### config.mk
export PLATFORM = sky130hd
export DESIGN_NAME = descriptor_pool_allocator_unit
export DESIGN_NICKNAME = d
export VERILOG_FILES = /design/src/dpa_pkg.sv /design/src/descriptor_pool_allocator_unit.sv /design/src/dpa_ctrl.sv /design/src/dpa_datapath.sv
export SDC_FILE = /design/constraint.sdc
export NUM_CORES = 1
export LEC_CHECK = 0
export BUFFER_PORTS_ARGS = -buffer_cell sky130_fd_sc_hd__clkbuf_2
export CORE_ASPECT_RATIO = 1.4
export CORE_MARGIN = 2
export CORE_UTILIZATION = 60
export CTS_CLUSTER_SIZE = 30
export DETAILED_ROUTE_END_ITERATION = 6
export HOLD_SLACK_MARGIN = 0.06
export MAX_ROUTING_LAYER = met4
export PLACE_DENSITY_LB_ADDON = 0.3
export SKIP_LAST_GASP = 1
export SYNTH_ARGS = -nofsm -noshare
export SYNTH_HDL_FRONTEND = slang
export SYNTH_SLANG_ARGS = --single-unit
### constraint.sdc
create_clock -name clk -period 5.28 [get_ports clk]
set_input_delay 0.528 -clock clk [delete_from_list [all_inputs] [get_ports clk]]
set_output_delay 0.528 -clock clk [all_outputs]
set_load 0.02 [all_outputs]
### src/dpa_pkg.sv
// Shared widths, codes and control structures of the descriptor pool allocator.
`timescale 1ns / 1ps

package dpa_pkg;

    localparam int DESCRIPTORS = 8;
    localparam int TAKE_COUNT  = 3;

    localparam int IDX_W    = 8;
    localparam int SLOT_W   = $clog2(DESCRIPTORS);
    localparam int STEP_W   = $clog2(DESCRIPTORS);
    localparam int PICK_W   = $clog2(TAKE_COUNT);
    localparam int CMD_W    = 2;
    localparam int STATUS_W = 2;
    localparam int S_DATA_W = 24;
    localparam int M_DATA_W = 24;

    localparam logic [CMD_W-1:0] CMD_ALLOC = 2'd0;
    localparam logic [CMD_W-1:0] CMD_LINK  = 2'd1;
    localparam logic [CMD_W-1:0] CMD_FREE  = 2'd2;

    localparam logic [STATUS_W-1:0] ST_OK    = 2'd0;
    localparam logic [STATUS_W-1:0] ST_SHORT = 2'd1;
    localparam logic [STATUS_W-1:0] ST_RANGE = 2'd2;

    typedef struct packed {
        logic load;
        logic pick;
        logic link;
        logic walk;
        logic emit;
    } dpa_ctl_t;

    typedef struct packed {
        logic pick_none;
        logic pick_last;
        logic walk_done;
        logic out_free;
    } dpa_stat_t;

endpackage

### src/descriptor_pool_allocator_unit.sv
// Top level of the descriptor pool allocator: stream ports, controller and datapath.
//
// Channel  Direction  tdata (lowest bit up)                          tuser
// s_*      in         entry_index, link_target, has_link, zero pad   command
// m_*      out        first_index, second_index, third_index         status
//
// An input transaction is taken when the block is idle.
// Allocate then takes up to three free entries in the picker, set-link writes one entry's link,
// and free releases each chain entry walked, at most DESCRIPTORS.
// The result register is then loaded once the output register has room.
// Reset leaves every entry free with its link cleared; no clearing pass is needed.
// A result held by a stalled output lets the next transaction in, but not out.
`timescale 1ns / 1ps

module descriptor_pool_allocator_unit (
    input  logic                          clk,
    input  logic                          rst_n,
    input  logic                          s_tvalid,
    output logic                          s_tready,
    input  logic [dpa_pkg::S_DATA_W-1:0]  s_tdata,  // entry_index, link_target, has_link
    input  logic [dpa_pkg::CMD_W-1:0]     s_tuser,  // command
    output logic                          m_tvalid,
    input  logic                          m_tready,
    output logic [dpa_pkg::M_DATA_W-1:0]  m_tdata,  // first_index, second_index, third_index
    output logic [dpa_pkg::STATUS_W-1:0]  m_tuser   // status
);
    import dpa_pkg::*;

    dpa_ctl_t         ctl;
    dpa_stat_t        stat;
    logic [IDX_W-1:0] first_index;
    logic [IDX_W-1:0] second_index;
    logic [IDX_W-1:0] third_index;

    dpa_ctrl u_ctrl (
        .clk      (clk),
        .rst_n    (rst_n),
        .s_tvalid (s_tvalid),
        .s_tready (s_tready),
        .command  (s_tuser),
        .stat     (stat),
        .ctl      (ctl)
    );

    dpa_datapath u_datapath (
        .clk         (clk),
        .rst_n       (rst_n),
        .ctl         (ctl),
        .stat        (stat),
        .entry_index (s_tdata[7:0]),
        .link_target (s_tdata[15:8]),
        .has_link    (s_tdata[16]),
        .m_tvalid    (m_tvalid),
        .m_tready    (m_tready),
        .m_status    (m_tuser),
        .m_first     (first_index),
        .m_second    (second_index),
        .m_third     (third_index)
    );

    assign m_tdata = {third_index, second_index, first_index};

endmodule

### src/dpa_ctrl.sv
// Controller state machine that sequences each command of the allocator.
`timescale 1ns / 1ps

module dpa_ctrl (
    input  logic                     clk,
    input  logic                     rst_n,
    input  logic                     s_tvalid,
    output logic                     s_tready,
    input  logic [dpa_pkg::CMD_W-1:0] command,
    input  dpa_pkg::dpa_stat_t       stat,
    output dpa_pkg::dpa_ctl_t        ctl
);
    import dpa_pkg::*;

    typedef enum logic [2:0] {
        S_IDLE,
        S_ALLOC,
        S_LINK,
        S_WALK,
        S_EMIT
    } state_t;

    state_t state_reg;
    state_t state_next;

    always_comb
    begin
        state_next = state_reg;
        ctl        = '0;
        s_tready   = 1'b0;
        case (state_reg)
            S_IDLE:
            begin
                s_tready = 1'b1;
                if (s_tvalid)
                begin
                    ctl.load = 1'b1;
                    case (command)
                        CMD_ALLOC: state_next = S_ALLOC;
                        CMD_LINK:  state_next = S_LINK;
                        CMD_FREE:  state_next = S_WALK;
                        default:   state_next = S_EMIT;
                    endcase
                end
            end
            S_ALLOC:
            begin
                ctl.pick = 1'b1;
                if (stat.pick_none || stat.pick_last)
                begin
                    state_next = S_EMIT;
                end
            end
            S_LINK:
            begin
                ctl.link   = 1'b1;
                state_next = S_EMIT;
            end
            S_WALK:
            begin
                ctl.walk = 1'b1;
                if (stat.walk_done)
                begin
                    state_next = S_EMIT;
                end
            end
            S_EMIT:
            begin
                if (stat.out_free)
                begin
                    ctl.emit   = 1'b1;
                    state_next = S_IDLE;
                end
            end
            default:
            begin
                state_next = S_IDLE;
            end
        endcase
    end

    always_ff @(posedge clk or negedge rst_n)
    begin
        if (!rst_n)
        begin
            state_reg <= S_IDLE;
        end
        else
        begin
            state_reg <= state_next;
        end
    end

    a_busy_after_accept: assert property (@(posedge clk) disable iff (!rst_n)
        (s_tvalid && s_tready) |=> !s_tready)
        else $error("A new transaction was accepted while a command was in progress.");

    a_emit_needs_room: assert property (@(posedge clk) disable iff (!rst_n)
        ctl.emit |-> stat.out_free)
        else $error("A result was loaded while the output register was still full.");

    a_single_command: assert property (@(posedge clk) disable iff (!rst_n)
        $onehot0({ctl.load, ctl.pick, ctl.link, ctl.walk, ctl.emit}))
        else $error("More than one datapath command was issued in one cycle.");

endmodule

### src/dpa_datapath.sv
// Datapath with the descriptor pool state, the allocation picker and the chain walker.
`timescale 1ns / 1ps

module dpa_datapath (
    input  logic                        clk,
    input  logic                        rst_n,
    input  dpa_pkg::dpa_ctl_t           ctl,
    output dpa_pkg::dpa_stat_t          stat,
    input  logic [dpa_pkg::IDX_W-1:0]   entry_index,
    input  logic [dpa_pkg::IDX_W-1:0]   link_target,
    input  logic                        has_link,
    output logic                        m_tvalid,
    input  logic                        m_tready,
    output logic [dpa_pkg::STATUS_W-1:0] m_status,
    output logic [dpa_pkg::IDX_W-1:0]   m_first,
    output logic [dpa_pkg::IDX_W-1:0]   m_second,
    output logic [dpa_pkg::IDX_W-1:0]   m_third
);
    import dpa_pkg::*;

    logic [DESCRIPTORS-1:0] free_map_reg;
    logic [IDX_W-1:0]       next_link_reg [DESCRIPTORS];
    logic [DESCRIPTORS-1:0] chain_flag_reg;

    logic [IDX_W-1:0]       cursor_reg;
    logic [IDX_W-1:0]       target_reg;
    logic                   link_flag_reg;
    logic [DESCRIPTORS-1:0] scratch_reg;
    logic [PICK_W-1:0]      pick_cnt_reg;
    logic [IDX_W-1:0]       picks_reg [TAKE_COUNT];
    logic [STEP_W-1:0]      step_reg;
    logic [STATUS_W-1:0]    status_reg;

    logic                   out_valid_reg;
    logic [STATUS_W-1:0]    out_status_reg;
    logic [IDX_W-1:0]       out_first_reg;
    logic [IDX_W-1:0]       out_second_reg;
    logic [IDX_W-1:0]       out_third_reg;

    logic [IDX_W-1:0]       low_index;
    logic [DESCRIPTORS-1:0] low_onehot;
    logic                   pick_none;
    logic                   pick_last;
    logic                   cur_in_range;
    logic [SLOT_W-1:0]      cur_slot;
    logic                   cur_flag;
    logic [SLOT_W-1:0]      entry_slot;
    logic                   entry_in_range;

    always_comb
    begin
        low_index  = '0;
        low_onehot = '0;
        for (int i = DESCRIPTORS - 1; i >= 0; i--)
        begin
            if (scratch_reg[i])
            begin
                low_index  = IDX_W'(i);
                low_onehot = DESCRIPTORS'(1) << i;
            end
        end
    end

    assign pick_none      = (scratch_reg == '0);
    assign pick_last      = (pick_cnt_reg == PICK_W'(TAKE_COUNT - 1));
    assign cur_in_range   = ({1'b0, cursor_reg} < (IDX_W + 1)'(DESCRIPTORS));
    assign cur_slot       = cursor_reg[SLOT_W-1:0];
    assign cur_flag       = cur_in_range ? chain_flag_reg[cur_slot] : 1'b0;
    assign entry_in_range = ({1'b0, cursor_reg} < (IDX_W + 1)'(DESCRIPTORS));
    assign entry_slot     = cursor_reg[SLOT_W-1:0];

    assign stat.pick_none = pick_none;
    assign stat.pick_last = pick_last;
    assign stat.walk_done = !cur_in_range || !cur_flag
                            || (step_reg == STEP_W'(DESCRIPTORS - 1));
    assign stat.out_free  = !out_valid_reg || m_tready;

    always_ff @(posedge clk or negedge rst_n)
    begin
        if (!rst_n)
        begin
            free_map_reg   <= '1;
            chain_flag_reg <= '0;
            for (int i = 0; i < DESCRIPTORS; i++)
            begin
                next_link_reg[i] <= '0;
            end
        end
        else
        begin
            if (ctl.pick && !pick_none && pick_last)
            begin
                free_map_reg <= scratch_reg & ~low_onehot;
            end
            if (ctl.link && entry_in_range)
            begin
                next_link_reg[entry_slot]  <= target_reg;
                chain_flag_reg[entry_slot] <= link_flag_reg;
            end
            if (ctl.walk && cur_in_range)
            begin
                next_link_reg[cur_slot]  <= '0;
                chain_flag_reg[cur_slot] <= 1'b0;
                free_map_reg[cur_slot]   <= 1'b1;
            end
        end
    end

    always_ff @(posedge clk)
    begin
        if (ctl.load)
        begin
            cursor_reg    <= entry_index;
            target_reg    <= link_target;
            link_flag_reg <= has_link;
            scratch_reg   <= free_map_reg;
            pick_cnt_reg  <= '0;
            step_reg      <= '0;
            status_reg    <= ST_OK;
            for (int i = 0; i < TAKE_COUNT; i++)
            begin
                picks_reg[i] <= '0;
            end
        end
        if (ctl.pick)
        begin
            if (pick_none)
            begin
                status_reg <= ST_SHORT;
                for (int i = 0; i < TAKE_COUNT; i++)
                begin
                    picks_reg[i] <= '0;
                end
            end
            else
            begin
                picks_reg[pick_cnt_reg] <= low_index;
                scratch_reg             <= scratch_reg & ~low_onehot;
                pick_cnt_reg            <= pick_cnt_reg + PICK_W'(1);
            end
        end
        if (ctl.link && !entry_in_range)
        begin
            status_reg <= ST_RANGE;
        end
        if (ctl.walk)
        begin
            if (cur_in_range)
            begin
                cursor_reg <= next_link_reg[cur_slot];
                step_reg   <= step_reg + STEP_W'(1);
            end
            else
            begin
                status_reg <= ST_RANGE;
            end
        end
    end

    always_ff @(posedge clk or negedge rst_n)
    begin
        if (!rst_n)
        begin
            out_valid_reg <= 1'b0;
        end
        else if (ctl.emit)
        begin
            out_valid_reg <= 1'b1;
        end
        else if (m_tready)
        begin
            out_valid_reg <= 1'b0;
        end
    end

    always_ff @(posedge clk)
    begin
        if (ctl.emit)
        begin
            out_status_reg <= status_reg;
            out_first_reg  <= picks_reg[0];
            out_second_reg <= picks_reg[1];
            out_third_reg  <= picks_reg[2];
        end
    end

    assign m_tvalid = out_valid_reg;
    assign m_status = out_status_reg;
    assign m_first  = out_first_reg;
    assign m_second = out_second_reg;
    assign m_third  = out_third_reg;

    a_error_has_no_indexes: assert property (@(posedge clk) disable iff (!rst_n)
        (out_valid_reg && out_status_reg != ST_OK)
        |-> (out_first_reg == '0 && out_second_reg == '0 && out_third_reg == '0))
        else $error("A failed command returned non-zero entry indexes.");

    a_short_pool_status: assert property (@(posedge clk) disable iff (!rst_n)
        (ctl.pick && pick_none) |=> (status_reg == ST_SHORT))
        else $error("An exhausted pool did not give the short status.");

    a_walk_releases_entry: assert property (@(posedge clk) disable iff (!rst_n)
        (ctl.walk && cur_in_range)
        |=> (free_map_reg[$past(cur_slot)] && !chain_flag_reg[$past(cur_slot)]))
        else $error("A walked entry was not released.");

endmodule
==> impl_metrics.py, run 1 <==
metrics = {
    "status": {
        "run_status": "finished, final reports clean",
    },
    "setup_path": {
        "r2r-start": "u_ctrl.state_reg[1]",
        "path_buf_inv": 2,
        "cp_max_fo": 30,
        "path_cells": "or4b_2, inv_1, buf_4, a31oi_1, o21ai_0, nand3_1",
        "critPathLaunchType": "flip-flop",
        "crit_family": "simple AND/OR/NAND/NOR gates",
        "crit_path_end_kind": "flip-flop",
        "slowest_delay_ns": 0.92,
        "worst_ep_required_time_ns": 5.55,
        "reg2reg_to": "u_datapath.cursor_reg[0]",
        "cp_slowest_cell": "or4b_2",
        "r2r_slack_ns": 2.63,
        "crit_start": "u_ctrl.state_reg[1]",
        "cp.arrival_ns": 2.93,
        "path_class": "flip-flop to flip-flop",
        "crit_end": "u_datapath.cursor_reg[0]",
        "r2r_cells": 6,
        "cp.depth": 6,
    },
    "finish": {
        "antenna_cells": 0,
        "area_delta_synth_final_pct": 12.30,
        "fin_nets": 633,
        "largest_register_ffs": 64,
        "drive_above_1_share": 0.2056,
    },
    "drt": {
        "vias": 4499,
        "drcViolationCount": 0,
        "wl_um": 15030,
        "viasPerCell": 6.007,
        "wire_per_inst_um": 20.07,
        "dr.pass1.iters": 5,
        "drtIter0Drc": 342,
        "postRouteAntennaNets": 0,
    },
    "yosys": {
        "yosysMostFrequentCell": "nor2_1",
        "yosys_warnings": 0,
        "async_flop_share": 0.6176,
        "synth-edff-count": 29,
        "synth.largest_area_cell": "dfrtp_1",
        "synth.area.top_cells": "dfrtp_1, mux2i_1, edfxtp_1",
        "syn_area_per_cell_sq_um": 11.48,
        "yosys-top-cells-count": "nor2_1, mux2i_1, dfrtp_1",
        "ys.flop_type": "dfrtp_1",
        "yosysTopAreaCellShare": 0.2917,
        "synth_seq_cells": 136,
        "ys_seq_area_frac": 0.5282,
        "synth_area_sq_um": 6519,
        "synth_cell_types": 61,
        "syn_inst": 568,
    },
    "clock_tree": {
        "cts_tree": "built",
        "cts_setup_buffers": 0,
        "htree_levels": 4,
        "cts-root-buf": "clkbuf_16",
        "cts_resized": 0,
        "cts_hold_buf": 0,
        "cts_buffers": 17,
        "clock_sinks": 136,
        "clk_pin_slew_ns": 0.06,
        "clkLatencyLatePin_ns": 0.41,
        "clockBufferDepth": 2,
    },
    "global_route": {
        "globalRouteOverflowTotal": 0,
        "grt_usage": 0.2782,
        "grt_max_degree": 85,
        "grt_pass1_wl_um": 24000,
        "grt_pass1_vias": 4645,
        "antenna_found_initial": 0,
    },
    "timing": {
        "worstMarginPinSlew_ns": 1.088,
        "fmax_ghz": 0.3769,
        "rsz0062_at_grt": "false",
        "min_period_over_period": 0.5025,
        "max_slew_margin": 0.2744,
        "tns_ns": 0,
        "maxSlewViolCount": 0,
        "report.final.hold_viol_count": 0,
        "finalSetupViolations": 0,
        "final.min_clock_period_ns": 2.653,
        "whs_ns": 0.2884,
        "fin_skew_ns": 0.008072,
    },
    "job": {
        "drv_cap": 0,
    },
    "floorplanning": {
        "fp.coreArea_sq_um": 10700,
        "die_y_um": 127.3,
        "start_util": 0.6094,
        "dieArea_sq_um": 11730,
        "die_w_um": 92.10,
        "ioPinCount": 58,
        "num_rows": 45,
    },
    "hold_path": {
        "hold_path.class": "input port to flip-flop",
    },
    "placed_design": {
        "gp_congestion": 0.9036,
        "portBuffers": 35,
        "post-dp-hpwl_um": 9690,
    },
    "power_and_ir_drop": {
        "p_per_area_nw_per_um2": 453.8,
        "finalPower_uw": 3322,
        "p_leak_uw": 0.003128,
        "ir_drop_mv": 0.2566,
    },
}
per-stage QoR:
step	cells	setup WS (ns)	util	cell area, sq um
after floorplan	582	3.266	-	6571
after global placement	717	2.645	0.6319	6760
after detailed placement	717	2.630	0.6319	6760
after CTS	749	2.700	0.6843	7321
after global routing	749	2.476	0.6843	7321
final	749	2.627	0.6843	7321
per-layer routing:
layer | part of all wire | wire [um] | global-route usage | up-vias
met5 | 0 | 0 | - | -
met2 | 0.52 | 7856 | 0.4740 | 172
met4 | 0.027 | 413 | 0.1317 | 0
li1 | - | - | - | 2058
met3 | 0.051 | 769 | 0.04304 | 29
met1 | 0.40 | 5989 | 0.3238 | 2240
power breakdown:
group / switching [uW] / internal (uW) / leakage (uW) / total [uW]
Combinational: 527 / 258 / 0.00125 / 786
Sequential: 148 / 1260 / 0.00160 / 1410
Clock: 438 / 685 / 0.000269 / 1120
placed cells by master (no fill, tap or decap), types with 6 or more instances in the layout:
| cell type | n |
|---|---|
| nor2_1 | 95 |
| edfxtp_1 | 29 |
| o21ai_0 | 18 |
| clkbuf_16 | 17 |
| clkbuf_2 | 34 |
| nand3_1 | 8 |
| nor3_1 | 6 |
| nor2_4 | 6 |
| o22ai_1 | 6 |
| dfxtp_1 | 23 |
| dfrtp_1 | 76 |
| a21oi_1 | 9 |
| mux2i_1 | 87 |
| a22o_1 | 6 |
| mux4_2 | 12 |
| conb_1 | 15 |
| inv_1 | 10 |
| nand3b_1 | 8 |
| ha_1 | 8 |
| buf_4 | 14 |
| nand2_1 | 24 |
| nor4_2 | 9 |
| dfstp_2 | 8 |
how the worst min path moves through the flow:
stage                          startpoint                  endpoint  slack (ns)  cells past startpoint
2_1_floorplan                       rst_n       u_ctrl.state_reg[0]        0.23                      0
3_3_place_gp   u_datapath.picks_reg[1][1]                m_tdata[9]        0.40                      0
3_5_place_dp   u_datapath.picks_reg[0][0]                m_tdata[0]        0.40                      0
4_1_cts                        s_tdata[9]  u_datapath.target_reg[1]        0.28                      1
5_1_grt                       s_tdata[11]  u_datapath.target_reg[3]        0.28                      1
6_report                       s_tdata[9]  u_datapath.target_reg[1]        0.29                      1
cell type report:
cell class | count | area, sq um
multi-input cells | 382 | 2828
repair buffers | 48 | 275.3
flip-flops and latches | 136 | 3443
well taps | 141 | 176.4
inverters | 10 | 37.54
clock inverters | 15 | 135.1
clock buffers | 17 | 425.4
fillers | 796 | 3377
kinds of logic (layout without fill, tap and decap cells):
| family | Yosys count | count (layout) | synth area share |
|---|---|---|---|
| other cells | 1 | 15 | 0.0005753 |
| simple gates | 187 | 187 | 0.1482 |
| flops | 136 | 136 | 0.5282 |
| compound gates | 71 | 71 | 0.07543 |
| fa+ha+maj | 8 | 8 | 0.01536 |
| mux | 101 | 101 | 0.1785 |
| buf+inv | 64 | 90 | 0.05374 |
(Power assumes the default switching activity.)
==> run 2: changes to the inputs <==
- clock period: 5.28 -> 2.7 ns (I/O delays scaled with it)
==> impl_metrics.py, run 2 (synthesis gave the netlist of run 1 again) <==
metrics = {
    "status": {
        "run_status": "finished, final reports clean",
    },
    "clock_tree": {
        "cts_tree": "built",
        "clk_pin_slew_ns": 0.06,
        "cts_resized": 0,
        "clockBufferDepth": 2,
        "cts-root-buf": "clkbuf_16",
        "cts_buffers": 17,
        "clock_sinks": 136,
        "htree_levels": 4,
        "clkLatencyLatePin_ns": 0.42,
    },
    "drt": {
        "wire_per_inst_um": 20.36,
        "drtIter0Drc": 319,
        "wl_um": 15700,
        "drcViolationCount": 0,
        "viasPerCell": 6.052,
        "postRouteAntennaNets": 0,
        "dr.pass1.iters": 5,
        "vias": 4666,
    },
    "floorplanning": {
        "num_rows": 45,
        "dieArea_sq_um": 11730,
        "die_y_um": 127.3,
        "die_w_um": 92.10,
        "ioPinCount": 58,
        "fp.coreArea_sq_um": 10700,
        "start_util": 0.6094,
    },
    "setup_path": {
        "cp.arrival_ns": 2.72,
        "critPathLaunchType": "flip-flop",
        "path_cells": "or4_4, or3_1, buf_4, nor2_4, o21bai_1",
        "crit_path_end_kind": "flip-flop",
        "path_class": "flip-flop to flip-flop",
        "cp_max_fo": 14,
        "slowest_delay_ns": 0.66,
        "worst_ep_required_time_ns": 3.04,
        "cp_slowest_cell": "or4_4",
    },
    "timing": {
        "maxSlewViolCount": 0,
        "min_period_over_period": 0.8807,
        "worstMarginPinSlew_ns": 1.097,
        "rsz0062_at_grt": "false",
        "final.min_clock_period_ns": 2.378,
        "finalSetupViolations": 0,
        "tns_ns": 0,
        "fin_skew_ns": 0.009426,
        "fmax_ghz": 0.4206,
        "report.final.hold_viol_count": 0,
        "max_slew_margin": 0.2689,
    },
    "hold_path": {
        "hold_path.class": "input port to async pin",
    },
    "power_and_ir_drop": {
        "swShare": 0.3286,
        "intPower_uw": 4525,
        "combPwrFrac": 0.228,
        "p_leak_uw": 0.003257,
        "ir_drop_mv": 0.4918,
        "power_switching_uw": 2215,
        "p_per_area_nw_per_um2": 891.6,
        "clkPwrFrac": 0.350,
        "seq_power_share": 0.422,
    },
    "finish": {
        "final_common_cell": "nor2_1",
        "fin_nets": 655,
        "antenna_cells": 0,
        "final_cell_mix": "nor2_1, mux2i_1, dfrtp_1",
        "design_area_sq_um": 7560,
        "drive_above_1_share": 0.2238,
        "largest_register_ffs": 64,
        "area_delta_synth_final_pct": 15.97,
    },
    "job": {
        "drv_cap": 0,
    },
    "global_route": {
        "grt_usage": 0.2935,
        "grt_pass1_vias": 4710,
        "grt_max_degree": 85,
        "antenna_found_initial": 0,
        "grt_pass1_wl_um": 25130,
        "globalRouteOverflowTotal": 0,
    },
    "placed_design": {
        "portBuffers": 35,
        "placed_area_sq_um": 6858,
        "post-dp-hpwl_um": 10420,
        "gp_congestion": 0.9183,
    },
}
[run 2: metal layers]
metal	up-vias	GRT usage	routed length, um
met5	-	-	0
met4	0	0.1536	810
met3	58	0.05601	736
met2	170	0.4853	8016
met1	2344	0.3414	6132
li1	2094	-	-
[run 2: power by group through the flow]
stage	combinational [uW]	clock (uW)	sequential (uW)
detailed placement	1510	0	2870
finish	1540	2360	2850
floorplan	1130	0	2700
CTS	1520	2370	2840
global route	1650	2470	2880
global placement	1470	0	2830
[run 2: final timing paths]
kind | slack, ns | from | cells past startpoint | endpoint
max in group asynchronous | 1.93 | rst_n | 1 | u_datapath.next_link_reg[51]
worst min-delay path | 0.02 | rst_n | 1 | u_datapath.m_tvalid
worst max register to register | 0.32 | u_datapath.cursor_reg[6] | 5 | u_datapath.free_map_reg[4]
worst min register to register | 0.42 | u_datapath.picks_reg[2][1] | 0 | m_tdata[17]
worst max-delay path | 0.32 | u_datapath.cursor_reg[6] | 5 | u_datapath.free_map_reg[4]
min in group clk | 0.09 | s_tdata[0] | 3 | u_datapath.cursor_reg[0]
[run 2: what timing repair did]
item                                   4_1_cts  5_1_grt
endpoints found under the hold margin        9        0
hold buffers                                 9        0
buffers inserted                             0        0
setup endpoints to repair                    0        0
[run 2: worst max-delay path, delay by kind of cell, from the launching register on]
| family | cells | cell delay [ns] |
|---|---|---|
| and+or+nand+nor | 3 | 1.51 |
| buffers and inverters | 1 | 0.27 |
| AOI/OAI and AO/OA | 1 | 0.18 |
| DFF | 1 | 0.33 |
[run 2: area by class of cell]
| class | instances | area [sq um] |
|---|---|---|
| Clock buffer | 22 | 495.5 |
| Clock inverter | 10 | 116.4 |
| Fill cell | 739 | 3138 |
| Inverter | 10 | 37.54 |
| Multi-Input combinational cell | 382 | 2828 |
| Sequential cell | 136 | 3443 |
| Tap cell | 141 | 176.4 |
| Timing Repair Buffer | 70 | 462.9 |
[run 2: per-stage QoR]
step	total power, uW	utilization	instances	setup slack (ns)	hold WS (ns)
global placement	4302	0.6411	730	0.3994	0.4006
global route	7007	0.7067	771	0.2685	0.1148
floorplan	3839	-	582	0.6863	-0.02559
finish	6741	0.7067	771	0.3222	0.02037
CTS	6730	0.7067	771	0.3531	0.08768
detailed placement	4372	0.6411	730	0.3689	0.4052
==> run 3: changes to the inputs <==
- CAP_MARGIN: default -> 15
- MAX_ROUTING_LAYER: met4 -> default
==> impl_metrics.py, run 3 (synthesis gave the netlist of run 1 again) <==
metrics = {
    "power_and_ir_drop": {
        "p_leak_uw": 0.003255,
        "p_per_area_nw_per_um2": 885.0,
        "ir_drop_mv": 0.5184,
        "finalPower_uw": 6706,
    },
    "timing": {
        "final.min_clock_period_ns": 2.363,
        "tns_ns": 0,
        "maxSlewViolCount": 0,
        "fin_ws_ns": 0.3369,
        "worstMarginPinSlew_ns": 0.7443,
        "max_slew_margin": 0.5000,
        "report.final.hold_viol_count": 0,
        "fmax_ghz": 0.4232,
        "fin_skew_ns": 0.008182,
        "min_period_over_period": 0.8752,
        "finalSetupViolations": 0,
        "rsz0062_at_grt": "false",
    },
    "job": {
        "drv_cap": 0,
    },
    "global_route": {
        "grt_max_degree": 48,
        "globalRouteOverflowTotal": 0,
        "grt_usage": 0.2799,
        "grt_pass1_wl_um": 24550,
        "antenna_found_initial": 0,
        "grt_pass1_vias": 4715,
    },
    "hold_path": {
        "hold_path.class": "input port to flip-flop",
        "hold_start": "s_tdata[0]",
    },
    "drt": {
        "drtIter0Drc": 349,
        "vias": 4673,
        "postRouteAntennaNets": 0,
        "dr.pass1.iters": 5,
        "drcViolationCount": 0,
        "wire_per_inst_um": 20.00,
        "viasPerCell": 6.045,
        "wl_um": 15460,
    },
    "finish": {
        "largest_register_ffs": 64,
        "fin_nets": 657,
        "area_delta_synth_final_pct": 16.24,
        "instances_no_fill": 773,
        "utilization": 0.7083,
        "drive_above_1_share": 0.2231,
        "final_cell_mix": "nor2_1, mux2i_1, dfrtp_1",
        "final_common_cell": "nor2_1",
        "fillers": 777,
        "antenna_cells": 0,
    },
    "clock_tree": {
        "clock_sinks": 136,
        "clockBufferDepth": 2,
        "cts_resized": 0,
        "cts_hold_buf": 10,
        "cts-root-buf": "clkbuf_16",
        "cts_setup_buffers": 0,
        "clkLatencyLatePin_ns": 0.42,
        "htree_levels": 4,
        "cts_buffers": 17,
        "cts_tree": "built",
        "clk_pin_slew_ns": 0.05,
    },
    "floorplanning": {
        "fp.coreArea_sq_um": 10700,
        "dieArea_sq_um": 11730,
        "start_util": 0.6094,
        "die_y_um": 127.3,
        "die_w_um": 92.10,
        "ioPinCount": 58,
        "num_rows": 45,
    },
    "setup_path": {
        "cp_slowest_cell": "or4_4",
        "cp_max_fo": 14,
        "critPathLaunchType": "flip-flop",
        "path_class": "flip-flop to flip-flop",
        "crit_path_end_kind": "flip-flop",
        "cp.arrival_ns": 2.71,
        "path_cells": "or4_4, or3_1, buf_4, nor2_4, o21bai_1",
        "slowest_delay_ns": 0.66,
        "r2r-start": "u_datapath.cursor_reg[6]",
        "worst_ep_required_time_ns": 3.04,
        "crit_start": "u_datapath.cursor_reg[6]",
    },
    "placed_design": {
        "post-place-ws_ns": 0.3877,
        "post-dp-hpwl_um": 10360,
        "portBuffers": 35,
        "gp_congestion": 0.9011,
        "placedCellCount": 731,
    },
    "status": {
        "run_status": "finished, final reports clean",
    },
}
run 3: path summary, 6_finish.rpt:
check | cells past startpoint | to | slack (ns)
setup / recovery | 5 | u_datapath.free_map_reg[4] | 0.34
hold / removal | 3 | u_datapath.cursor_reg[0] | 0.11
setup reg to reg | 5 | u_datapath.free_map_reg[4] | 0.34
hold reg to reg | 0 | m_tdata[16] | 0.43
max in group asynchronous | 3 | u_datapath.free_map_reg[2] | 1.64
min in group asynchronous | 2 | u_ctrl.state_reg[2] | 0.37
run 3: worst max-delay path, delay by kind of cell (launching register included):
| kind | cells | cell delay [ns] |
|---|---|---|
| AND/OR/NAND/NOR | 3 | 1.51 |
| flip-flops | 1 | 0.33 |
| buffers and inverters | 1 | 0.27 |
| AO/OA/AOI/OAI | 1 | 0.17 |
run 3: stage by stage:
stage                     cell area (sq um)  hold slack (ns)
final                                  7577           0.1055
after global routing                   7577           0.1125
after CTS                              7577          0.08702
after detailed placement               6878           0.2753
after global placement                 6878           0.2644
after floorplan                        6571         -0.02559
run 3: layer usage:
metal,vias to the layer above,share of wire,global-route usage
met5,-,0,0
met4,0,0.044,0.1615
met3,46,0.055,0.06486
met1,2353,0.38,0.3250
met2,163,0.52,0.4753
li1,2111,-,-
run 3: final cells by class:
| cell class | count | area, sq um | area share |
|---|---|---|---|
| Tap cell | 141 | 176.4 | 0.02328 |
| Inverter | 10 | 37.54 | 0.004954 |
| Clock inverter | 12 | 152.6 | 0.02015 |
| Clock buffer | 20 | 446.7 | 0.05895 |
| Sequential cell | 136 | 3443 | 0.4544 |
| Multi-Input combinational cell | 382 | 2828 | 0.3732 |
| Timing Repair Buffer | 72 | 493.0 | 0.06506 |
run 3: report_power, final:
part | switching (uW) | leakage, uW | internal (uW)
Combinational | 953 | 0.00137 | 577
Sequential | 364 | 0.00160 | 2470
Clock | 864 | 0.000282 | 1470
Total | 2180 | 0.00325 | 4520
